<file path="src/rtl/pn2d_pkg.sv">
// ----------------------------------------------------------------------------
// pn2d_pkg
// Shared types, register indexes, permutation ROM and index wrap helper
// for the 2D gradient noise pipeline.
// ----------------------------------------------------------------------------
package pn2d_pkg;

   typedef struct packed {
      logic [15:0] seed_offset;
      logic [15:0] period_x;
      logic [15:0] period_y;
   } cfg_type;

   // low lattice index bits and sign of one axis
   typedef struct packed {
      logic [7:0] lo;
      logic       neg;
   } axis_type;

   // wrapped corner indices of one axis
   typedef struct packed {
      logic [7:0] i0;
      logic [7:0] i1;
   } idx_type;

   localparam logic [1:0] CSR_SEED_OFFSET = 2'd0;
   localparam logic [1:0] CSR_PERIOD_X    = 2'd1;
   localparam logic [1:0] CSR_PERIOD_Y    = 2'd2;

   // gradient selector bits of the hash
   localparam int GRAD_NEG_U = 0;
   localparam int GRAD_NEG_V = 1;
   localparam int GRAD_SWAP  = 2;

   // 0.507 as Q0.16
   localparam logic signed [16:0] SCALE_Q16 = 17'sd33227;

   localparam logic [7:0] PERM_ROM [256] = '{
      8'd151,8'd160,8'd137,8'd91,8'd90,8'd15,8'd131,8'd13,8'd201,8'd95,8'd96,8'd53,
      8'd194,8'd233,8'd7,8'd225,8'd140,8'd36,8'd103,8'd30,8'd69,8'd142,8'd8,8'd99,
      8'd37,8'd240,8'd21,8'd10,8'd23,8'd190,8'd6,8'd148,8'd247,8'd120,8'd234,8'd75,
      8'd0,8'd26,8'd197,8'd62,8'd94,8'd252,8'd219,8'd203,8'd117,8'd35,8'd11,8'd32,
      8'd57,8'd177,8'd33,8'd88,8'd237,8'd149,8'd56,8'd87,8'd174,8'd20,8'd125,8'd136,
      8'd171,8'd168,8'd68,8'd175,8'd74,8'd165,8'd71,8'd134,8'd139,8'd48,8'd27,8'd166,
      8'd77,8'd146,8'd158,8'd231,8'd83,8'd111,8'd229,8'd122,8'd60,8'd211,8'd133,8'd230,
      8'd220,8'd105,8'd92,8'd41,8'd55,8'd46,8'd245,8'd40,8'd244,8'd102,8'd143,8'd54,
      8'd65,8'd25,8'd63,8'd161,8'd1,8'd216,8'd80,8'd73,8'd209,8'd76,8'd132,8'd187,
      8'd208,8'd89,8'd18,8'd169,8'd200,8'd196,8'd135,8'd130,8'd116,8'd188,8'd159,8'd86,
      8'd164,8'd100,8'd109,8'd198,8'd173,8'd186,8'd3,8'd64,8'd52,8'd217,8'd226,8'd250,
      8'd124,8'd123,8'd5,8'd202,8'd38,8'd147,8'd118,8'd126,8'd255,8'd82,8'd85,8'd212,
      8'd207,8'd206,8'd59,8'd227,8'd47,8'd16,8'd58,8'd17,8'd182,8'd189,8'd28,8'd42,
      8'd223,8'd183,8'd170,8'd213,8'd119,8'd248,8'd152,8'd2,8'd44,8'd154,8'd163,8'd70,
      8'd221,8'd153,8'd101,8'd155,8'd167,8'd43,8'd172,8'd9,8'd129,8'd22,8'd39,8'd253,
      8'd19,8'd98,8'd108,8'd110,8'd79,8'd113,8'd224,8'd232,8'd178,8'd185,8'd112,8'd104,
      8'd218,8'd246,8'd97,8'd228,8'd251,8'd34,8'd242,8'd193,8'd238,8'd210,8'd144,8'd12,
      8'd191,8'd179,8'd162,8'd241,8'd81,8'd51,8'd145,8'd235,8'd249,8'd14,8'd239,8'd107,
      8'd49,8'd192,8'd214,8'd31,8'd181,8'd199,8'd106,8'd157,8'd184,8'd84,8'd204,8'd176,
      8'd115,8'd121,8'd50,8'd45,8'd127,8'd4,8'd150,8'd254,8'd138,8'd236,8'd205,8'd93,
      8'd222,8'd114,8'd67,8'd29,8'd24,8'd72,8'd243,8'd141,8'd128,8'd195,8'd78,8'd66,
      8'd215,8'd61,8'd156,8'd180
   };

   // Corner indices i and i+1 of one axis. rem is |i| mod period; a negative
   // index takes a truncating remainder, so it lands in (-period, 0].
   function automatic idx_type wrap_pair(axis_type ax, logic [15:0] rem,
                                         logic [15:0] period);
      idx_type     r;
      logic [16:0] rem_p1;
      rem_p1 = {1'b0, rem} + 17'd1;
      if (period == 16'd0) begin
         r.i0 = ax.lo;
         r.i1 = ax.lo + 8'd1;
      end else if (!ax.neg) begin
         r.i0 = rem[7:0];
         r.i1 = (rem_p1 == {1'b0, period}) ? 8'd0 : rem_p1[7:0];
      end else begin
         r.i0 = 8'd0 - rem[7:0];
         r.i1 = (rem == 16'd0) ? (8'd1 - period[7:0]) : (8'd1 - rem[7:0]);
      end
      return r;
   endfunction

endpackage

</file>
<file path="src/rtl/pn2d_split.sv">
// ----------------------------------------------------------------------------
// pn2d_split
// Seed subtract and floor split of the point into lattice index and fraction.
// ----------------------------------------------------------------------------
module pn2d_split #(
   parameter int FRAC_BITS = 16
) (
   input  logic                      clock,
   input  logic                      reset,
   input  logic                      in_valid,
   output logic                      in_ready,
   input  logic signed [31:0]        x_coord,
   input  logic signed [31:0]        y_coord,
   input  pn2d_pkg::cfg_type         cfg,
   output logic                      out_valid,
   input  logic                      out_ready,
   output logic [FRAC_BITS-1:0]      fx0,
   output logic [FRAC_BITS-1:0]      fy0,
   output pn2d_pkg::axis_type        axis_x,
   output pn2d_pkg::axis_type        axis_y,
   output logic [31-FRAC_BITS:0]     mag_x,
   output logic [31-FRAC_BITS:0]     mag_y
);

   localparam int F  = FRAC_BITS;
   localparam int IW = 33 - F;
   localparam int MW = 32 - F;

   logic [15+F:0]          seed_wide;
   logic [F-1:0]           seed_al;
   logic [32:0]            p_c [2];
   logic [IW-1:0]          i_c [2];
   logic [IW-1:0]          ineg_c [2];

   logic                   valid_ff;
   logic [F-1:0]           f_in [2];
   logic [F-1:0]           f_ff [2];
   pn2d_pkg::axis_type     ax_in [2];
   pn2d_pkg::axis_type     ax_ff [2];
   logic [MW-1:0]          mag_in [2];
   logic [MW-1:0]          mag_ff [2];

   always_comb begin
      seed_wide = {cfg.seed_offset, {F{1'b0}}};
      seed_al   = seed_wide[15+F:16];
      p_c[0]    = {x_coord[31], x_coord} - {{(33-F){1'b0}}, seed_al};
      p_c[1]    = {y_coord[31], y_coord} - {{(33-F){1'b0}}, seed_al};
      for (int l = 0; l < 2; l++) begin
         i_c[l]       = p_c[l][32:F];
         ineg_c[l]    = {IW{1'b0}} - i_c[l];
         f_in[l]      = p_c[l][F-1:0];
         ax_in[l].lo  = i_c[l][7:0];
         ax_in[l].neg = p_c[l][32];
         mag_in[l]    = p_c[l][32] ? ineg_c[l][MW-1:0] : i_c[l][MW-1:0];
      end
   end

   assign in_ready = !valid_ff || out_ready;

   always_ff @(posedge clock) begin
      if (reset) begin
         valid_ff <= 1'b0;
      end else if (in_ready) begin
         valid_ff <= in_valid;
      end
   end

   always_ff @(posedge clock) begin
      if (in_ready) begin
         f_ff   <= f_in;
         ax_ff  <= ax_in;
         mag_ff <= mag_in;
      end
   end

   assign out_valid = valid_ff;
   assign fx0       = f_ff[0];
   assign fy0       = f_ff[1];
   assign axis_x    = ax_ff[0];
   assign axis_y    = ax_ff[1];
   assign mag_x     = mag_ff[0];
   assign mag_y     = mag_ff[1];

endmodule

</file>
<file path="config.mk">
export PLATFORM = sky130hd
export DESIGN_NAME = pn2d_split
export DESIGN_NICKNAME = d
export VERILOG_FILES = /design/src/rtl/pn2d_pkg.sv /design/src/rtl/pn2d_split.sv
export SDC_FILE = /design/constraint.sdc
export NUM_CORES = 1
export LEC_CHECK = 0
export BUFFER_PORTS_ARGS = -buffer_cell sky130_fd_sc_hd__buf_2
export CAP_MARGIN = 30
export CORE_MARGIN = 2
export CORE_UTILIZATION = 53
export CTS_CLUSTER_DIAMETER = 100
export CTS_CLUSTER_SIZE = 30
export DETAILED_ROUTE_END_ITERATION = 12
export PLACE_DENSITY = 0.82
export RECOVER_POWER = 50
export SLEW_MARGIN = 40
export SYNTH_ARGS = -nofsm -noshare
export SYNTH_HDL_FRONTEND = slang
export SYNTH_SLANG_ARGS = --single-unit
</file>
<file path="constraint.sdc">
create_clock -name clock -period 5.4 [get_ports clock]
set_clock_uncertainty 0.1 [all_clocks]
set_input_delay 1.08 -clock clock [delete_from_list [all_inputs] [get_ports clock]]
set_output_delay 1.08 -clock clock [all_outputs]
set_load 0.1 [all_outputs]
</file>
==> impl_metrics.csv <==
group,metric,value,unit
timing,tightest_slew,1640,ps
grt,grt_max_degree,50,
timing,fin_ws,971,ps
synthesis,syn_area_per_cell,9.48,µm²
run_status,status,"finished with violations",
place,dpl.cell_count,967,
clocking,htree_num_levels,3,
floorplan,dieArea,12900,µm²
clocking,cts.sinks,81,
grt,grt_pass1_wl,27.0,mm
routing,dr.pass1.iters,5,
routing,routed_wl,17.2,mm
grt,grt_usage,26.7,%
timing,max_clock_freq,0.226,GHz
final_layout,drive_gt1_share,15.9,%
power,power_density,366,nW/µm²
final_layout,fillers,1062,
synthesis,yosysUniqueCellTypes,87,
clocking,cts_tree,"built",
worst_setup_path,arrival,4420,ps
clocking,cts_resized,0,
place,place_hpwl,13.6,mm
timing,period_share,82.0,%
timing,slew_headroom,-9.10,%
clocking,cts_inserted_buffers,9,
routing,drcViolationCount,0,
worst_setup_path,cp_max_fo,5,
worst_setup_path,critPathCaptureType,"flop",
synthesis,yosysSeqAreaShare,38.0,%
synthesis,yosys_warnings,0,
synthesis,synth_area_leader_cell,"edfxtp_1",
clocking,clkLatencyLatePin,340,ps
min_path,hold_class,"in -> reg",
worst_setup_path,slowest_stage,"nor3_1",
clocking,postCtsSetupBuffers,0,
run_status,violations,"max-capacitance violations, max-slew violations",
worst_setup_path,path_cells,"buf_2 -> inv_1 -> ha_1 -> fa_1 -> nand2b_1 -> a21o_1 -> a21boi_1 -> nor3_1 -> nor3_1 -> nand3_1 -> nor4_2 -> a41oi_1 -> xor2_1",
worst_setup_path,crit_required,5390,ps
floorplan,coreArea,11900,µm²
final_layout,final_cells,984,
synthesis,syn_area,6380,µm²
timing,finalSetupTns,0,ps
floorplan,rows,40,
synthesis,synth_nets,825,
timing,slew_viol_final,35,
clocking,clkTransAtPathRegs,70,ps
synthesis,synth_edf_count,80,
synthesis,synth_top_area_share,37.7,%
worst_setup_path,cp_top_family,"simple AND/OR/NAND/NOR gates",
floorplan,start_util,53.8,%
final_layout,multi_input_area,3670,µm²
floorplan,die_h,114,µm
place,io_buffers,167,
timing,finalHoldWorstSlack,785,ps
clocking,cts_buffer_depth,2,
place,placed_cell_area,7300,µm²
timing,min_period,4430,ps
synthesis,synthTopCellsByArea,"edfxtp_1 38%, ha_1 6.7%, xnor2_1 6.6%",
routing,detail-route-antenna-nets,0,
routing,drt_iter0_drc,417,
clocking,cts_root_buf,"clkbuf_16",
power,peakVddDrop,0.226,mV
timing,setup_violations,0,
timing,rsz0062_at_grt,"no",
synthesis,ys_seq_elements,81,
job,max_cap_violations,1,
routing,num_vias,5821,
clocking,cts.hold.buffers_added,0,
synthesis,synth-main-ff-cell,"edfxtp_1",
grt,grt_pass1_vias,5444,
synthesis,syn_inst,673,
power,p_leak,2.94,nW
worst_setup_path,path_buf_inv,2,
place,gp_congestion,0.998,
final_layout,area_growth,17.8,%
final_layout,final_nets,983,
worst_setup_path,start_kind,"input port",
grt,overflow,0,
grt,antenna_found_initial,0,
final_layout,postLayoutCellArea,7510,µm²
place,pre_cts_slack,707,ps
synthesis,ys_async_sr_fraction,0,%
floorplan,io_pins,200,
routing,avgViaCountPerCell,5.92,
timing,hold_viol,0,
worst_setup_path,crit_top_cell,"nor3_1",
floorplan,die_width,114,µm
routing,wl_per_cell,17.4,µm
worst_setup_path,max_stage_delay,600,ps
worst_setup_path,path_class,"in -> reg",
final_layout,final-seq-area,2420,µm²
==> layer usage <==
layer	track usage, %	vias up	share of wire [%]
met4	10.7	0	2.4
met3	5.42	35	8.2
li1	-	2851	-
met5	0	-	0
met1	36.8	2658	45
met2	41.4	277	45
==> worst paths after layout <==
check / startpoint / end / slack [ps] / cells past startpoint
setup / recovery: x_coord[0] / mag_x[15]$_DFFE_PP_ / 970 / 13
hold / removal: reset / out_valid$_SDFFE_PP0P_ / 790 / 2
setup reg to reg: out_valid$_SDFFE_PP0P_ / mag_x[6]$_DFFE_PP_ / 2750 / 2
hold reg to reg: out_valid$_SDFFE_PP0P_ / axis_x[5]$_DFFE_PP_ / 1500 / 1
==> power by group <==
| group | total, W | switching, W | internal [W] |
|---|---|---|---|
| logic | 0.00124 | 0.00104 | 0.000203 |
| registers | 0.000842 | 0.0000281 | 0.000814 |
| clock network | 0.000666 | 0.000259 | 0.000407 |
==> cells by family after synthesis <==
group | Yosys count | synth area share (%)
flops | 81 | 38.0
simple gates | 243 | 21.8
mux | 1 | 0.157
compound gates | 179 | 19.0
fa+ha+maj | 36 | 7.30
buf+inv | 66 | 4.53
xor+xnor | 67 | 9.20
==> cell type report <==
class | count | area share (%)
clock buffers | 10 | 3.05
diodes | 1 | 0.0333
well taps | 147 | 2.45
multi-input cells | 526 | 48.9
clock inverters | 6 | 1.23
repair buffers | 169 | 9.94
inverters | 44 | 2.20
flip-flops and latches | 81 | 32.2
==> sequential cells by signal, summed over array words and instances, names as in the netlist <==
signal and flops:
axis_x 9, axis_y 9, fx0 16, fy0 16, mag_x 15, mag_y 15, out_valid 1
==> stage by stage <==
step                      util, %  power [W]
after global routing         63.3    0.00284
final                        63.3    0.00275
after floorplan                 -    0.00190
after detailed placement     61.5    0.00211
after CTS                    64.2    0.00278
after global placement       61.5    0.00210
==> synth_stat cells (13+ instances only) <==
cell	n
nand2b_1	17
a31oi_1	13
ha_1	34
nand3_1	18
inv_1	44
xnor2_1	48
a21oi_1	45
nor3_1	21
nor2_1	50
nand2_1	46
nand4_1	13
o21ai_0	25
xor2_1	19
edfxtp_1	80
==> cell usage in the layout (no fill, tap or decap), drive strengths merged, types with 13 or more instances in the layout <==
| master | n |
|---|---|
| ha | 34 |
| nand4 | 15 |
| nor3 | 23 |
| a31oi | 14 |
| a21oi | 47 |
| nand2 | 46 |
| buf | 86 |
| inv | 44 |
| clkbuf | 93 |
| o21ai | 34 |
| nor2 | 50 |
| xor2 | 19 |
| nand2b | 17 |
| or3 | 13 |
| xnor2 | 48 |
| edfxtp | 80 |
| nand3 | 18 |
No activity file was read; power rests on OpenSTA's default activity.
