### config.mk
export PLATFORM = sky130hd
export DESIGN_NAME = pn2d_rem
export DESIGN_NICKNAME = d
export VERILOG_FILES = /design/src/rtl/pn2d_pkg.sv /design/src/rtl/pn2d_rem.sv
export SDC_FILE = /design/constraint.sdc
export NUM_CORES = 2
export LEC_CHECK = 0
export BUFFER_PORTS_ARGS = -buffer_cell sky130_fd_sc_hd__buf_2
export CORE_MARGIN = 2
export CORE_UTILIZATION = 45
export CTS_CLUSTER_SIZE = 10
export DETAILED_ROUTE_END_ITERATION = 16
export GPL_ROUTABILITY_DRIVEN = 0
export HOLD_SLACK_MARGIN = 0.15
export PLACE_DENSITY = 0.69
export RECOVER_POWER = 100
export SLEW_MARGIN = 20
export SYNTH_ARGS = -nofsm -noshare
export SYNTH_HDL_FRONTEND = slang
export SYNTH_SLANG_ARGS = --single-unit
### constraint.sdc
create_clock -name clock -period 22.6 [get_ports clock]
set_clock_uncertainty 0.1 [all_clocks]
set_input_delay 3.39 -clock clock [delete_from_list [all_inputs] [get_ports clock]]
set_output_delay 3.39 -clock clock [all_outputs]
set_load 0.01 [all_outputs]
### src/rtl/pn2d_pkg.sv
// ----------------------------------------------------------------------------
// pn2d_pkg
// Shared types, register indexes, permutation ROM and index wrap helper
// for the 2D gradient noise pipeline.
// ----------------------------------------------------------------------------
package pn2d_pkg;

   typedef struct packed {
      logic [15:0] seed_offset;
      logic [15:0] period_x;
      logic [15:0] period_y;
   } cfg_type;

   // low lattice index bits and sign of one axis
   typedef struct packed {
      logic [7:0] lo;
      logic       neg;
   } axis_type;

   // wrapped corner indices of one axis
   typedef struct packed {
      logic [7:0] i0;
      logic [7:0] i1;
   } idx_type;

   localparam logic [1:0] CSR_SEED_OFFSET = 2'd0;
   localparam logic [1:0] CSR_PERIOD_X    = 2'd1;
   localparam logic [1:0] CSR_PERIOD_Y    = 2'd2;

   // gradient selector bits of the hash
   localparam int GRAD_NEG_U = 0;
   localparam int GRAD_NEG_V = 1;
   localparam int GRAD_SWAP  = 2;

   // 0.507 as Q0.16
   localparam logic signed [16:0] SCALE_Q16 = 17'sd33227;

   localparam logic [7:0] PERM_ROM [256] = '{
      8'd151,8'd160,8'd137,8'd91,8'd90,8'd15,8'd131,8'd13,8'd201,8'd95,8'd96,8'd53,
      8'd194,8'd233,8'd7,8'd225,8'd140,8'd36,8'd103,8'd30,8'd69,8'd142,8'd8,8'd99,
      8'd37,8'd240,8'd21,8'd10,8'd23,8'd190,8'd6,8'd148,8'd247,8'd120,8'd234,8'd75,
      8'd0,8'd26,8'd197,8'd62,8'd94,8'd252,8'd219,8'd203,8'd117,8'd35,8'd11,8'd32,
      8'd57,8'd177,8'd33,8'd88,8'd237,8'd149,8'd56,8'd87,8'd174,8'd20,8'd125,8'd136,
      8'd171,8'd168,8'd68,8'd175,8'd74,8'd165,8'd71,8'd134,8'd139,8'd48,8'd27,8'd166,
      8'd77,8'd146,8'd158,8'd231,8'd83,8'd111,8'd229,8'd122,8'd60,8'd211,8'd133,8'd230,
      8'd220,8'd105,8'd92,8'd41,8'd55,8'd46,8'd245,8'd40,8'd244,8'd102,8'd143,8'd54,
      8'd65,8'd25,8'd63,8'd161,8'd1,8'd216,8'd80,8'd73,8'd209,8'd76,8'd132,8'd187,
      8'd208,8'd89,8'd18,8'd169,8'd200,8'd196,8'd135,8'd130,8'd116,8'd188,8'd159,8'd86,
      8'd164,8'd100,8'd109,8'd198,8'd173,8'd186,8'd3,8'd64,8'd52,8'd217,8'd226,8'd250,
      8'd124,8'd123,8'd5,8'd202,8'd38,8'd147,8'd118,8'd126,8'd255,8'd82,8'd85,8'd212,
      8'd207,8'd206,8'd59,8'd227,8'd47,8'd16,8'd58,8'd17,8'd182,8'd189,8'd28,8'd42,
      8'd223,8'd183,8'd170,8'd213,8'd119,8'd248,8'd152,8'd2,8'd44,8'd154,8'd163,8'd70,
      8'd221,8'd153,8'd101,8'd155,8'd167,8'd43,8'd172,8'd9,8'd129,8'd22,8'd39,8'd253,
      8'd19,8'd98,8'd108,8'd110,8'd79,8'd113,8'd224,8'd232,8'd178,8'd185,8'd112,8'd104,
      8'd218,8'd246,8'd97,8'd228,8'd251,8'd34,8'd242,8'd193,8'd238,8'd210,8'd144,8'd12,
      8'd191,8'd179,8'd162,8'd241,8'd81,8'd51,8'd145,8'd235,8'd249,8'd14,8'd239,8'd107,
      8'd49,8'd192,8'd214,8'd31,8'd181,8'd199,8'd106,8'd157,8'd184,8'd84,8'd204,8'd176,
      8'd115,8'd121,8'd50,8'd45,8'd127,8'd4,8'd150,8'd254,8'd138,8'd236,8'd205,8'd93,
      8'd222,8'd114,8'd67,8'd29,8'd24,8'd72,8'd243,8'd141,8'd128,8'd195,8'd78,8'd66,
      8'd215,8'd61,8'd156,8'd180
   };

   // Corner indices i and i+1 of one axis. rem is |i| mod period; a negative
   // index takes a truncating remainder, so it lands in (-period, 0].
   function automatic idx_type wrap_pair(axis_type ax, logic [15:0] rem,
                                         logic [15:0] period);
      idx_type     r;
      logic [16:0] rem_p1;
      rem_p1 = {1'b0, rem} + 17'd1;
      if (period == 16'd0) begin
         r.i0 = ax.lo;
         r.i1 = ax.lo + 8'd1;
      end else if (!ax.neg) begin
         r.i0 = rem[7:0];
         r.i1 = (rem_p1 == {1'b0, period}) ? 8'd0 : rem_p1[7:0];
      end else begin
         r.i0 = 8'd0 - rem[7:0];
         r.i1 = (rem == 16'd0) ? (8'd1 - period[7:0]) : (8'd1 - rem[7:0]);
      end
      return r;
   endfunction

endpackage

### src/rtl/pn2d_rem.sv
// ----------------------------------------------------------------------------
// pn2d_rem
// Pipelined restoring remainder of |index| by the period, one bit per stage,
// both axes side by side; other fields ride along.
// ----------------------------------------------------------------------------
module pn2d_rem #(
   parameter int FRAC_BITS = 16,
   parameter int PAY_W     = 50
) (
   input  logic                  clock,
   input  logic                  reset,
   input  logic                  in_valid,
   output logic                  in_ready,
   input  logic [31-FRAC_BITS:0] mag_x,
   input  logic [31-FRAC_BITS:0] mag_y,
   input  logic [PAY_W-1:0]      pay,
   input  pn2d_pkg::cfg_type     cfg,
   output logic                  out_valid,
   input  logic                  out_ready,
   output logic [15:0]           rem_x,
   output logic [15:0]           rem_y,
   output logic [PAY_W-1:0]      out_pay
);

   localparam int MW = 32 - FRAC_BITS;
   localparam int N  = MW;

   logic             valid_ff [N];
   logic [N:0]       adv;
   logic [MW-1:0]    magx_ff [N];
   logic [MW-1:0]    magy_ff [N];
   logic [15:0]      remx_ff [N];
   logic [15:0]      remy_ff [N];
   logic [PAY_W-1:0] pay_ff [N];
   logic [MW-1:0]    magx_in [N];
   logic [MW-1:0]    magy_in [N];
   logic [15:0]      remx_in [N];
   logic [15:0]      remy_in [N];
   logic [PAY_W-1:0] pay_in [N];

   function automatic logic [15:0] rem_step(logic [15:0] r, logic b, logic [15:0] p);
      logic [16:0] t;
      t = {r, b};
      if (t >= {1'b0, p}) begin
         t = t - {1'b0, p};
      end
      return t[15:0];
   endfunction

   always_comb begin
      adv[N] = out_ready;
      for (int k = N - 1; k >= 0; k--) begin
         adv[k] = !valid_ff[k] || adv[k+1];
      end
   end

   assign in_ready = adv[0];

   always_comb begin
      magx_in[0] = mag_x;
      magy_in[0] = mag_y;
      pay_in[0]  = pay;
      remx_in[0] = rem_step(16'd0, mag_x[MW-1], cfg.period_x);
      remy_in[0] = rem_step(16'd0, mag_y[MW-1], cfg.period_y);
      for (int k = 1; k < N; k++) begin
         magx_in[k] = magx_ff[k-1];
         magy_in[k] = magy_ff[k-1];
         pay_in[k]  = pay_ff[k-1];
         remx_in[k] = rem_step(remx_ff[k-1], magx_ff[k-1][MW-1-k], cfg.period_x);
         remy_in[k] = rem_step(remy_ff[k-1], magy_ff[k-1][MW-1-k], cfg.period_y);
      end
   end

   always_ff @(posedge clock) begin
      if (reset) begin
         for (int k = 0; k < N; k++) begin
            valid_ff[k] <= 1'b0;
         end
      end else begin
         if (adv[0]) begin
            valid_ff[0] <= in_valid;
         end
         for (int k = 1; k < N; k++) begin
            if (adv[k]) begin
               valid_ff[k] <= valid_ff[k-1];
            end
         end
      end
   end

   always_ff @(posedge clock) begin
      for (int k = 0; k < N; k++) begin
         if (adv[k]) begin
            magx_ff[k] <= magx_in[k];
            magy_ff[k] <= magy_in[k];
            remx_ff[k] <= remx_in[k];
            remy_ff[k] <= remy_in[k];
            pay_ff[k]  <= pay_in[k];
         end
      end
   end

   assign out_valid = valid_ff[N-1];
   assign rem_x     = remx_ff[N-1];
   assign rem_y     = remy_ff[N-1];
   assign out_pay   = pay_ff[N-1];

`ifndef SYNTHESIS
   a_reset_clears: assert property (@(posedge clock)
      reset |=> !valid_ff[0] && !valid_ff[N-1])
      else $error("rem pipeline valid survived reset");
   a_empty_ready: assert property (@(posedge clock) disable iff (reset)
      !valid_ff[N-1] |-> in_ready)
      else $error("rem pipeline stalls with empty last stage");
   a_accept_loads: assert property (@(posedge clock) disable iff (reset)
      in_valid && in_ready |=> valid_ff[0])
      else $error("accepted request lost at rem stage 0");
`endif

endmodule

==> impl_metrics.ini <==
[setup_path]
arrival_ns = 11.64
crit_chain = buf_2 -> and3b_1 -> nand3_1 -> nor2_1 -> and4_1 -> and2_0 -> and3_1 -> and2_0 -> nand2_1 -> clkbuf_1 -> clkbuf_1
critical_path.max_fanout = 55
slowest_delay_ns = 2.27
cp-end-kind = flop
cp.required_ns = 22.82
start_kind = input pin
worstSetupPathType = in -> reg
crit_slowest_cell = clkbuf_1

[global_route]
antenna_found_initial = 12
grt_max_degree = 80
grt_use_total_pct = 17.5
grt_pass1_wl_um = 238000
grt_overflow = 0
grt_pass1_vias = 45700

[floorplanning]
std_cell_rows = 150
core_area_sq_um = 167000
die_x_um = 414
initial_utilization_pct = 45.2
die_area_sq_um = 171000
die_height_um = 414
io_pins = 218

[detailed_routing]
vias_per_cell = 5.53
first_pass_iters = 8
wl_per_cell_um = 18.3
vias = 45300
wl_um = 150000
drc = 0
drtAntennaViolNets = 0
drt_iter0_drc = 3197

[clocking]
cts_buffers = 182
clock_latency_ns = 0.83
root_buffer = clkbuf_16
htreeDepth = 4
cts_resized = 0
postCtsSetupBuffers = 0
cts_hold_buf = 0
cts.clk_slew.worst_paths_ns = 0.06
clock-sinks = 1568
cts_tree = done
clockBufferDepth = 3

[sta]
period_needed_ns = 11.42
rsz0062_at_grt = false
finalSetupViolCount = 0
slew_violations = 1617
fin_crit_sh_pct = 50.5
setup_tns_ns = 0
finalHoldViolCount = 0
fmax_mhz = 87.6
worstMarginPinSlew_ns = 4.63
relSlewSlack_pct = -208

[synth]
synth_xor_area_share_pct = 3.47
synth.lib_cells_used.distinct = 95
synth_area_per_cell_sq_um = 13.3
synthAdderAreaFrac_pct = 8.81
ys_seq_elements = 1568
synth-simple-area-share_pct = 8.55
synth_compound_area_share_pct = 11.6
ys_warn_count = 0
syn_nets = 6313
synth_top_area_cell = edfxtp_1
synth-main-ff-cell = edfxtp_1
synthArstFlopShare_pct = 0
synth_edf_count = 1568
synth.area.top_cells = edfxtp_1 (62%), ha_1 (8.0%), o21ai_0 (2.6%)
synth_area_sq_um = 75600
synth_top_cell_area_share_pct = 62.3
ys_seq_area_share_pct = 62.3
synth_top_family_by_area = compound AO/OA/AOI/OAI gates
syn_inst = 5665
synthMuxAreaShare_pct = 2.98

[pwr]
power_density_nw_per_um2 = 92.5
vdd_drop_max_mv = 0.0809
leakage_nw = 33.3

[finish]
syn_to_final_growth_pct = 10.6
drive_above_1_share_pct = 8.98
nets = 6584
final-seq-area_sq_um = 47100
instances_no_fill = 8197
fillCellCount = 14100
multi_input_area_sq_um = 26600
n_antenna_cell = 0

[place]
dp_hpwl_um = 107000
placed_cells_incl_taps = 7956
io_buffer_count = 201

[run_status]
status = complete, but fails checks
violations = max-capacitance violations, max-slew violations

[flow_run]
cap_violations = 39

[min_path]
hold_path.class = reg -> reg
## Yosys cell counts, types with 74 or more instances
library cell,instances
a21o_1,125
a21oi_1,304
buf_4,86
edfxtp_1,1568
ha_1,484
inv_1,188
mux2_2,163
nand2_1,448
nand2b_1,87
nand4_1,74
nor2_1,323
nor2b_1,77
nor3_1,78
o21a_1,94
o21ai_0,399
xnor2_1,169
xor2_1,130
## cells by family (layout without fill, tap and decap cells)
| kind of cell | Yosys count | in the layout |
|---|---|---|
| XOR/XNOR | 299 | 299 |
| multiplexers | 200 | 200 |
| flip-flops | 1568 | 1568 |
| buffers and inverters | 364 | 692 |
| adder cells (fa/ha/maj) | 514 | 514 |
| AO/OA/AOI/OAI | 1369 | 1369 |
| AND/OR/NAND/NOR | 1351 | 1351 |
## path summary, 6_finish.rpt
check | start | endpoint | slack, ns | depth (start not counted)
setup / recovery | out_ready | magx_ff[0][11] | 11.18 | 11
setup reg to reg | valid_ff[1][7] | magx_ff[0][11] | 13.42 | 10
hold reg to reg | magx_ff[0][11] | magx_ff[0][27] | 0.26 | 0
hold / removal | magx_ff[0][11] | magx_ff[0][27] | 0.26 | 0
## registers in the layout, summed over array words and instances, names as in the netlist
name	cells
remx_ff	256
remy_ff	256
pay_ff	800
magy_ff	120
magx_ff	120
valid_ff	16
## worst max-delay path, delay by kind of cell
kind	cells	cell delay [ns]
buffers and inverters	3	4.61
and+or+nand+nor	8	3.44
## cell type report
| class | count | share of cell area [%] |
|---|---|---|
| clock buffer | 202 | 5.54 |
| clock inverter | 39 | 0.657 |
| inverter | 189 | 0.864 |
| multi-input combinational | 3733 | 31.9 |
| sequential | 1568 | 56.3 |
| tap | 2204 | 3.30 |
| timing repair buffer | 262 | 1.45 |
## power breakdown
group          total (mW)  leakage [nW]  switching [mW]  internal (mW)
Combinational        1.51          13.8           0.857          0.651
Sequential           3.64          17.1           0.117           3.52
Clock                2.59          2.50            1.11           1.48
## cell usage in the layout (no fill, tap or decap), types with 54 or more instances in the layout
cell type     n
nor3_1       78
nand4_1      74
nand2_1     448
buf_2       100
o21ai_0     422
edfxtp_1   1568
nand3_1      71
a21o_1      125
a31oi_1      54
xnor2_1     169
clkbuf_16   182
a21oi_1     305
o21a_1       94
ha_1        484
clkbuf_1    154
nand2b_1     87
inv_1       178
xor2_1      130
nor2b_1      78
mux2_2      149
nor2_1      325
## routing by layer
layer  GRT usage (%)  wire length, um
met5               0               24
met4            7.03             5460
met3            3.16             6510
met2            29.9            72700
met1            21.9            65200
## stage by stage
stage                     worst slack [ns]  util (%)  total power [mW]  instance area, sq um  hold slack (ns)
after global routing                 10.32      50.1              8.13                 83600            0.253
after detailed placement             12.23      47.2              5.21                 78800            0.305
final                                11.18      50.1              7.73                 83600            0.263
after global placement               12.34      47.2              5.14                 78800            0.300
after CTS                            12.15      50.3              7.83                 84000            0.257
after floorplan                       9.39         -              4.88                 75600            0.300
(Power assumes the default switching activity.)
