[config.mk]
export PLATFORM = sky130hd
export DESIGN_NAME = pn2d_blend
export DESIGN_NICKNAME = d
export VERILOG_FILES = /design/src/rtl/pn2d_pkg.sv /design/src/rtl/pn2d_blend.sv
export SDC_FILE = /design/constraint.sdc
export NUM_CORES = 2
export LEC_CHECK = 0
export ABC_AREA = 1
export BUFFER_PORTS_ARGS = -buffer_cell sky130_fd_sc_hd__buf_2
export CAP_MARGIN = 10
export CELL_PAD_IN_SITES_DETAIL_PLACEMENT = 1
export CELL_PAD_IN_SITES_GLOBAL_PLACEMENT = 1
export CORE_UTILIZATION = 28
export CTS_BUF_LIST = sky130_fd_sc_hd__clkbuf_8 sky130_fd_sc_hd__clkbuf_16
export DETAILED_ROUTE_END_ITERATION = 8
export PLACE_DENSITY_LB_ADDON = 0.12
export SLEW_MARGIN = 20
export SYNTH_ARGS = -nofsm -noshare
export SYNTH_HDL_FRONTEND = slang
export SYNTH_SLANG_ARGS = --single-unit
export TNS_END_PERCENT = 5
[constraint.sdc]
create_clock -name clock -period 10.8 [get_ports clock]
set_input_delay 1.08 -clock clock [delete_from_list [all_inputs] [get_ports clock]]
set_output_delay 1.08 -clock clock [all_outputs]
set_load 0.02 [all_outputs]
[src/rtl/pn2d_pkg.sv]
// ----------------------------------------------------------------------------
// pn2d_pkg
// Shared types, register indexes, permutation ROM and index wrap helper
// for the 2D gradient noise pipeline.
// ----------------------------------------------------------------------------
package pn2d_pkg;

   typedef struct packed {
      logic [15:0] seed_offset;
      logic [15:0] period_x;
      logic [15:0] period_y;
   } cfg_type;

   // low lattice index bits and sign of one axis
   typedef struct packed {
      logic [7:0] lo;
      logic       neg;
   } axis_type;

   // wrapped corner indices of one axis
   typedef struct packed {
      logic [7:0] i0;
      logic [7:0] i1;
   } idx_type;

   localparam logic [1:0] CSR_SEED_OFFSET = 2'd0;
   localparam logic [1:0] CSR_PERIOD_X    = 2'd1;
   localparam logic [1:0] CSR_PERIOD_Y    = 2'd2;

   // gradient selector bits of the hash
   localparam int GRAD_NEG_U = 0;
   localparam int GRAD_NEG_V = 1;
   localparam int GRAD_SWAP  = 2;

   // 0.507 as Q0.16
   localparam logic signed [16:0] SCALE_Q16 = 17'sd33227;

   localparam logic [7:0] PERM_ROM [256] = '{
      8'd151,8'd160,8'd137,8'd91,8'd90,8'd15,8'd131,8'd13,8'd201,8'd95,8'd96,8'd53,
      8'd194,8'd233,8'd7,8'd225,8'd140,8'd36,8'd103,8'd30,8'd69,8'd142,8'd8,8'd99,
      8'd37,8'd240,8'd21,8'd10,8'd23,8'd190,8'd6,8'd148,8'd247,8'd120,8'd234,8'd75,
      8'd0,8'd26,8'd197,8'd62,8'd94,8'd252,8'd219,8'd203,8'd117,8'd35,8'd11,8'd32,
      8'd57,8'd177,8'd33,8'd88,8'd237,8'd149,8'd56,8'd87,8'd174,8'd20,8'd125,8'd136,
      8'd171,8'd168,8'd68,8'd175,8'd74,8'd165,8'd71,8'd134,8'd139,8'd48,8'd27,8'd166,
      8'd77,8'd146,8'd158,8'd231,8'd83,8'd111,8'd229,8'd122,8'd60,8'd211,8'd133,8'd230,
      8'd220,8'd105,8'd92,8'd41,8'd55,8'd46,8'd245,8'd40,8'd244,8'd102,8'd143,8'd54,
      8'd65,8'd25,8'd63,8'd161,8'd1,8'd216,8'd80,8'd73,8'd209,8'd76,8'd132,8'd187,
      8'd208,8'd89,8'd18,8'd169,8'd200,8'd196,8'd135,8'd130,8'd116,8'd188,8'd159,8'd86,
      8'd164,8'd100,8'd109,8'd198,8'd173,8'd186,8'd3,8'd64,8'd52,8'd217,8'd226,8'd250,
      8'd124,8'd123,8'd5,8'd202,8'd38,8'd147,8'd118,8'd126,8'd255,8'd82,8'd85,8'd212,
      8'd207,8'd206,8'd59,8'd227,8'd47,8'd16,8'd58,8'd17,8'd182,8'd189,8'd28,8'd42,
      8'd223,8'd183,8'd170,8'd213,8'd119,8'd248,8'd152,8'd2,8'd44,8'd154,8'd163,8'd70,
      8'd221,8'd153,8'd101,8'd155,8'd167,8'd43,8'd172,8'd9,8'd129,8'd22,8'd39,8'd253,
      8'd19,8'd98,8'd108,8'd110,8'd79,8'd113,8'd224,8'd232,8'd178,8'd185,8'd112,8'd104,
      8'd218,8'd246,8'd97,8'd228,8'd251,8'd34,8'd242,8'd193,8'd238,8'd210,8'd144,8'd12,
      8'd191,8'd179,8'd162,8'd241,8'd81,8'd51,8'd145,8'd235,8'd249,8'd14,8'd239,8'd107,
      8'd49,8'd192,8'd214,8'd31,8'd181,8'd199,8'd106,8'd157,8'd184,8'd84,8'd204,8'd176,
      8'd115,8'd121,8'd50,8'd45,8'd127,8'd4,8'd150,8'd254,8'd138,8'd236,8'd205,8'd93,
      8'd222,8'd114,8'd67,8'd29,8'd24,8'd72,8'd243,8'd141,8'd128,8'd195,8'd78,8'd66,
      8'd215,8'd61,8'd156,8'd180
   };

   // Corner indices i and i+1 of one axis. rem is |i| mod period; a negative
   // index takes a truncating remainder, so it lands in (-period, 0].
   function automatic idx_type wrap_pair(axis_type ax, logic [15:0] rem,
                                         logic [15:0] period);
      idx_type     r;
      logic [16:0] rem_p1;
      rem_p1 = {1'b0, rem} + 17'd1;
      if (period == 16'd0) begin
         r.i0 = ax.lo;
         r.i1 = ax.lo + 8'd1;
      end else if (!ax.neg) begin
         r.i0 = rem[7:0];
         r.i1 = (rem_p1 == {1'b0, period}) ? 8'd0 : rem_p1[7:0];
      end else begin
         r.i0 = 8'd0 - rem[7:0];
         r.i1 = (rem == 16'd0) ? (8'd1 - period[7:0]) : (8'd1 - rem[7:0]);
      end
      return r;
   endfunction

endpackage

[src/rtl/pn2d_blend.sv]
// ----------------------------------------------------------------------------
// pn2d_blend
// Bilinear blend of the corner gradients, 0.507 scale, round and saturate
// to Q2.14; six stages, the last one is the result register.
// ----------------------------------------------------------------------------
module pn2d_blend #(
   parameter int FRAC_BITS = 16
) (
   input  logic                        clock,
   input  logic                        reset,
   input  logic                        in_valid,
   output logic                        in_ready,
   input  logic signed [FRAC_BITS+5:0] fade_s,
   input  logic signed [FRAC_BITS+5:0] fade_t,
   input  logic signed [FRAC_BITS+5:0] g00,
   input  logic signed [FRAC_BITS+5:0] g01,
   input  logic signed [FRAC_BITS+5:0] g10,
   input  logic signed [FRAC_BITS+5:0] g11,
   output logic                        out_valid,
   input  logic                        out_ready,
   output logic signed [15:0]          noise_value
);

   localparam int F  = FRAC_BITS;
   localparam int VW = F + 6;
   localparam int PW = 2 * VW;
   localparam int QW = VW + 17;
   localparam int NS = 6;

   localparam logic signed [PW-1:0] HALF_LSB = PW'(1) << (F - 1);
   localparam logic signed [QW-1:0] Q_HALF   = QW'(1) << (F + 1);
   localparam logic signed [QW-1:0] SAT_HI   = QW'(32767);
   localparam logic signed [QW-1:0] SAT_LO   = -QW'(32768);

   function automatic logic signed [VW-1:0] rnd(logic signed [PW-1:0] p);
      logic signed [PW-1:0] t;
      t = (p + HALF_LSB) >>> F;
      return t[VW-1:0];
   endfunction

   logic        valid_ff [NS];
   logic [NS:0] adv;

   logic signed [PW-1:0] b1_p0_in, b1_p1_in, b1_p0_ff, b1_p1_ff;
   logic signed [VW-1:0] b1_g00_ff, b1_g10_ff, b1_s_ff;
   logic signed [VW-1:0] b2_n0_in, b2_n1_in, b2_n0_ff, b2_n1_ff, b2_s_ff;
   logic signed [PW-1:0] b3_p_in, b3_p_ff;
   logic signed [VW-1:0] b3_n0_ff;
   logic signed [VW-1:0] b4_n_in, b4_n_ff;
   logic signed [QW-1:0] b5_q_in, b5_q_ff;
   logic signed [QW-1:0] rq;
   logic signed [15:0]   b6_r_in, b6_r_ff;

   always_comb begin
      adv[NS] = out_ready;
      for (int k = NS - 1; k >= 0; k--) begin
         adv[k] = !valid_ff[k] || adv[k+1];
      end
   end

   assign in_ready = adv[0];

   always_comb begin
      b1_p0_in = fade_t * (g01 - g00);
      b1_p1_in = fade_t * (g11 - g10);
      b2_n0_in = b1_g00_ff + rnd(b1_p0_ff);
      b2_n1_in = b1_g10_ff + rnd(b1_p1_ff);
      b3_p_in  = b2_s_ff * (b2_n1_ff - b2_n0_ff);
      b4_n_in  = b3_n0_ff + rnd(b3_p_ff);
      b5_q_in  = b4_n_ff * pn2d_pkg::SCALE_Q16;
      rq       = (b5_q_ff + Q_HALF) >>> (F + 2);
      if (rq > SAT_HI) begin
         b6_r_in = 16'sh7fff;
      end else if (rq < SAT_LO) begin
         b6_r_in = -16'sh8000;
      end else begin
         b6_r_in = rq[15:0];
      end
   end

   always_ff @(posedge clock) begin
      if (reset) begin
         for (int k = 0; k < NS; k++) begin
            valid_ff[k] <= 1'b0;
         end
      end else begin
         if (adv[0]) begin
            valid_ff[0] <= in_valid;
         end
         for (int k = 1; k < NS; k++) begin
            if (adv[k]) begin
               valid_ff[k] <= valid_ff[k-1];
            end
         end
      end
   end

   always_ff @(posedge clock) begin
      if (adv[0]) begin
         b1_p0_ff  <= b1_p0_in;
         b1_p1_ff  <= b1_p1_in;
         b1_g00_ff <= g00;
         b1_g10_ff <= g10;
         b1_s_ff   <= fade_s;
      end
      if (adv[1]) begin
         b2_n0_ff <= b2_n0_in;
         b2_n1_ff <= b2_n1_in;
         b2_s_ff  <= b1_s_ff;
      end
      if (adv[2]) begin
         b3_p_ff  <= b3_p_in;
         b3_n0_ff <= b2_n0_ff;
      end
      if (adv[3]) begin
         b4_n_ff <= b4_n_in;
      end
      if (adv[4]) begin
         b5_q_ff <= b5_q_in;
      end
      if (adv[5]) begin
         b6_r_ff <= b6_r_in;
      end
   end

   assign out_valid   = valid_ff[NS-1];
   assign noise_value = b6_r_ff;

endmodule

==> results.py <==
metrics = {
    "drt": {
        "antenna_left": 0,
        "drt_wl_total_mm": 273,
        "via_count": 55106,
        "drt_iter0_markers": 2343,
        "wl_per_cell_um": 22.7,
        "viasPerCell": 4.57,
        "remaining_drc_errors": 0,
        "firstDrtPassIters": 7,
    },
    "timing": {
        "finalCritPeriodShare": 0.908,
        "skew_ns": 0.0380,
        "setup_viol": 0,
        "fmax_ghz": 0.102,
        "relSlewSlack": 0.238,
        "worstMarginPinSlew_ns": 1.14,
        "rsz0062_at_grt": "no",
        "hold_viol_final": 0,
        "fin_tns_setup_ns": 0,
        "setup_slack_ns": 0.993,
        "fin_crit_ns": 9.81,
        "finalMaxSlewViolations": 0,
    },
    "clock_tree": {
        "numCtsBuffers": 38,
        "root_buffer": "clkbuf_16",
        "cts_sinks": 289,
        "insertion_delay_ns": 0.65,
        "ctsResizeCount": 0,
        "cts-htree-levels": 2,
        "clock_path_buffers": 3,
        "clk_pin_slew_ns": 0.08,
        "ctsHoldBuffers": 0,
        "post-cts-setup-buffers": 0,
        "cts_tree": "done",
    },
    "min_path": {
        "holdPathStages": 0,
        "hold_class": "flip-flop to flip-flop",
        "hold_start": "b1_s_ff[8]",
    },
    "worst_setup_path": {
        "critPathLaunchType": "flip-flop",
        "critical_path.most_common_cell": "nand2_1",
        "crit_required_ns": 11.15,
        "worstPathArrival_ns": 10.16,
        "max_stage_delay_ns": 0.67,
        "path_class": "flip-flop to flip-flop",
        "end_kind": "flip-flop",
        "worst_path_max_delay_cell": "fa_1",
        "crit_start": "b2_n0_ff[0]",
        "worstRegToRegCells": 38,
        "path_max_fanout": 10,
        "r2r-start": "b2_n0_ff[0]",
    },
    "layout": {
        "fill_cells": 30244,
        "regArea_sq_mm": 0.00868,
        "multi_input_area_sq_mm": 0.0538,
        "layout-drive-gt1-share": 0.0508,
        "syn_to_final_growth_pct": 9.32,
        "final_nets": 10837,
    },
    "global_route": {
        "grt_first_pass_wirelength_mm": 410,
        "grtUsageTotal": 0.216,
        "grt_pass1_vias": 62359,
        "grt_max_degree": 57,
        "gr-total-overflow": 0,
        "antenna_found_initial": 12,
    },
    "synth": {
        "syn-num-nets": 10704,
        "synth_seq_cells": 289,
        "seq_area_frac_synth": 0.121,
        "synth_enable_flop_cells": 289,
        "synth_ff_type": "edfxtp_1",
        "syn_avg_cell_area_sq_um": 8.43,
        "ys_types": 55,
        "ys_warn_count": 0,
        "syn_inst": 8501,
        "async_flop_share": 0,
        "synth.cell_area_sq_mm": 0.0717,
    },
    "placement": {
        "dp_slack_ns": 0.593,
        "dp.final_hpwl_mm": 231,
        "gp_congestion": 0.876,
        "portBuffers": 153,
    },
    "floorplan": {
        "dieHeight_um": 508,
        "rows": 185,
        "die_w_um": 508,
        "start_util": 0.282,
        "die_area_sq_mm": 0.258,
        "core-area_sq_mm": 0.254,
        "ios": 154,
    },
    "status": {
        "status": "complete, no violations",
    },
    "flow_run": {
        "maxCapViolations": 0,
    },
}
[metrics by stage]
step	hold slack [ns]	instance area, sq um	cells	utilization
floorplan	0.400	71700	8501	-
detailed placement	0.407	77000	11960	0.303
finish	0.409	78300	12052	0.308
CTS	0.416	78300	12028	0.308
global placement	0.403	77000	11960	0.303
global route	0.429	78300	12050	0.308
[state kept, by name, indices dropped and copies added (netlist names)]
register	cells
b3_n0_ff	22
b2_n0_ff	22
noise_value	16
b1_g10_ff	22
b3_p_ff	23
b1_p0_ff	23
b2_s_ff	22
b5_q_ff	22
b1_s_ff	22
b4_n_ff	22
b2_n1_ff	22
b1_p1_ff	23
valid_ff	6
b1_g00_ff	22
[layer usage]
layer / wire (um) / vias up / GRT usage
met4: 9360 / 2 / 0.0647
li1: - / 25394 / -
met2: 138000 / 757 / 0.389
met1: 120000 / 28733 / 0.276
met5: 10 / - / 0
met3: 5920 / 220 / 0.0121
[cell usage after synthesis (all sizes together), types with 10 or more instances]
cell	instances	area share
inv	2197	0.12
nand2	1606	0.085
fa	1448	0.40
nor2	912	0.048
ha	619	0.11
a21oi	293	0.020
edfxtp	289	0.12
clkbuf	200	0.010
xor2	181	0.022
nand3	169	0.012
o21ai	137	0.0096
xnor2	97	0.012
nor3	54	0.0041
nand4	52	0.0047
or2	34	0.0030
a31oi	32	0.0028
clkinv	30	0.0016
a21o	19	0.0020
buf	16	0.0013
o21a	16	0.0017
o21bai	16	0.0017
nand3b	14	0.0015
nor4	11	0.00096
o211ai	11	0.0012
a21boi	10	0.0010
[final timing paths]
| check | to | slack, ns |
|---|---|---|
| max | b3_p_ff[37] | 0.99 |
| min | b2_s_ff[8] | 0.41 |
| max reg2reg | b3_p_ff[37] | 0.99 |
| min reg2reg | b2_s_ff[8] | 0.41 |
[placed cells by master (no fill, tap or decap), types with 7 or more instances in the layout]
master / synthesis / final
buf_2: 7 / 153
nand3_1: 167 / 167
nand2_1: 1596 / 1594
o21bai_1: 16 / 16
o21a_1: 16 / 16
o21ai_1: 10 / 10
edfxtp_1: 289 / 289
nor3_1: 50 / 50
nor2_1: 907 / 907
a21o_1: 19 / 19
buf_4: 1 / 156
a21boi_0: 10 / 10
clkinv_1: 30 / 32
nor4_1: 11 / 11
o21ai_0: 127 / 127
a31oi_1: 32 / 32
and3_1: 7 / 7
fa_1: 1448 / 1448
nand2_2: 9 / 11
xor2_1: 180 / 180
a21oi_1: 293 / 293
inv_1: 2193 / 2197
diode_2: 0 / 24
inv_2: 4 / 7
nand4_1: 51 / 51
xnor2_1: 97 / 95
nand3b_1: 14 / 14
o211ai_1: 11 / 11
ha_1: 619 / 619
or2_2: 34 / 34
clkbuf_16: 0 / 38
[cell type report]
type                            count  share of cell area
Multi-Input combinational cell   5769               0.687
Tap cell                         3366              0.0538
Timing Repair Buffer              309              0.0247
Sequential cell                   289               0.111
Antenna cell                       24            0.000767
Inverter                         2227               0.107
Clock inverter                     30             0.00426
Clock buffer                       38              0.0121
[cells by family (layout without fill, tap and decap cells)]
group / count (synthesis) / count (layout) / synth area share
AOI/OAI and AO/OA: 554 / 554 / 0.0428
adders and majority gates: 2067 / 2067 / 0.513
other: 0 / 24 / 0
DFF: 289 / 289 / 0.121
and+or+nand+nor: 2869 / 2869 / 0.161
buffers and inverters: 2443 / 2604 / 0.128
xor gates and xnor gates: 278 / 278 / 0.0342
muxes: 1 / 1 / 0.000140
[worst max-delay path: cells and delay by family, from the launching register on]
family                   cells  cell delay, ns
buffers and inverters        8            1.28
flip-flops                   1            0.49
AO/OA/AOI/OAI                6            1.19
AND/OR/NAND/NOR             14            1.69
adder cells (fa/ha/maj)     10            4.85
Power is left out: the tool's default activity adds up to more than one toggle a clock period on the data nets, which glitch-free logic cannot reach.
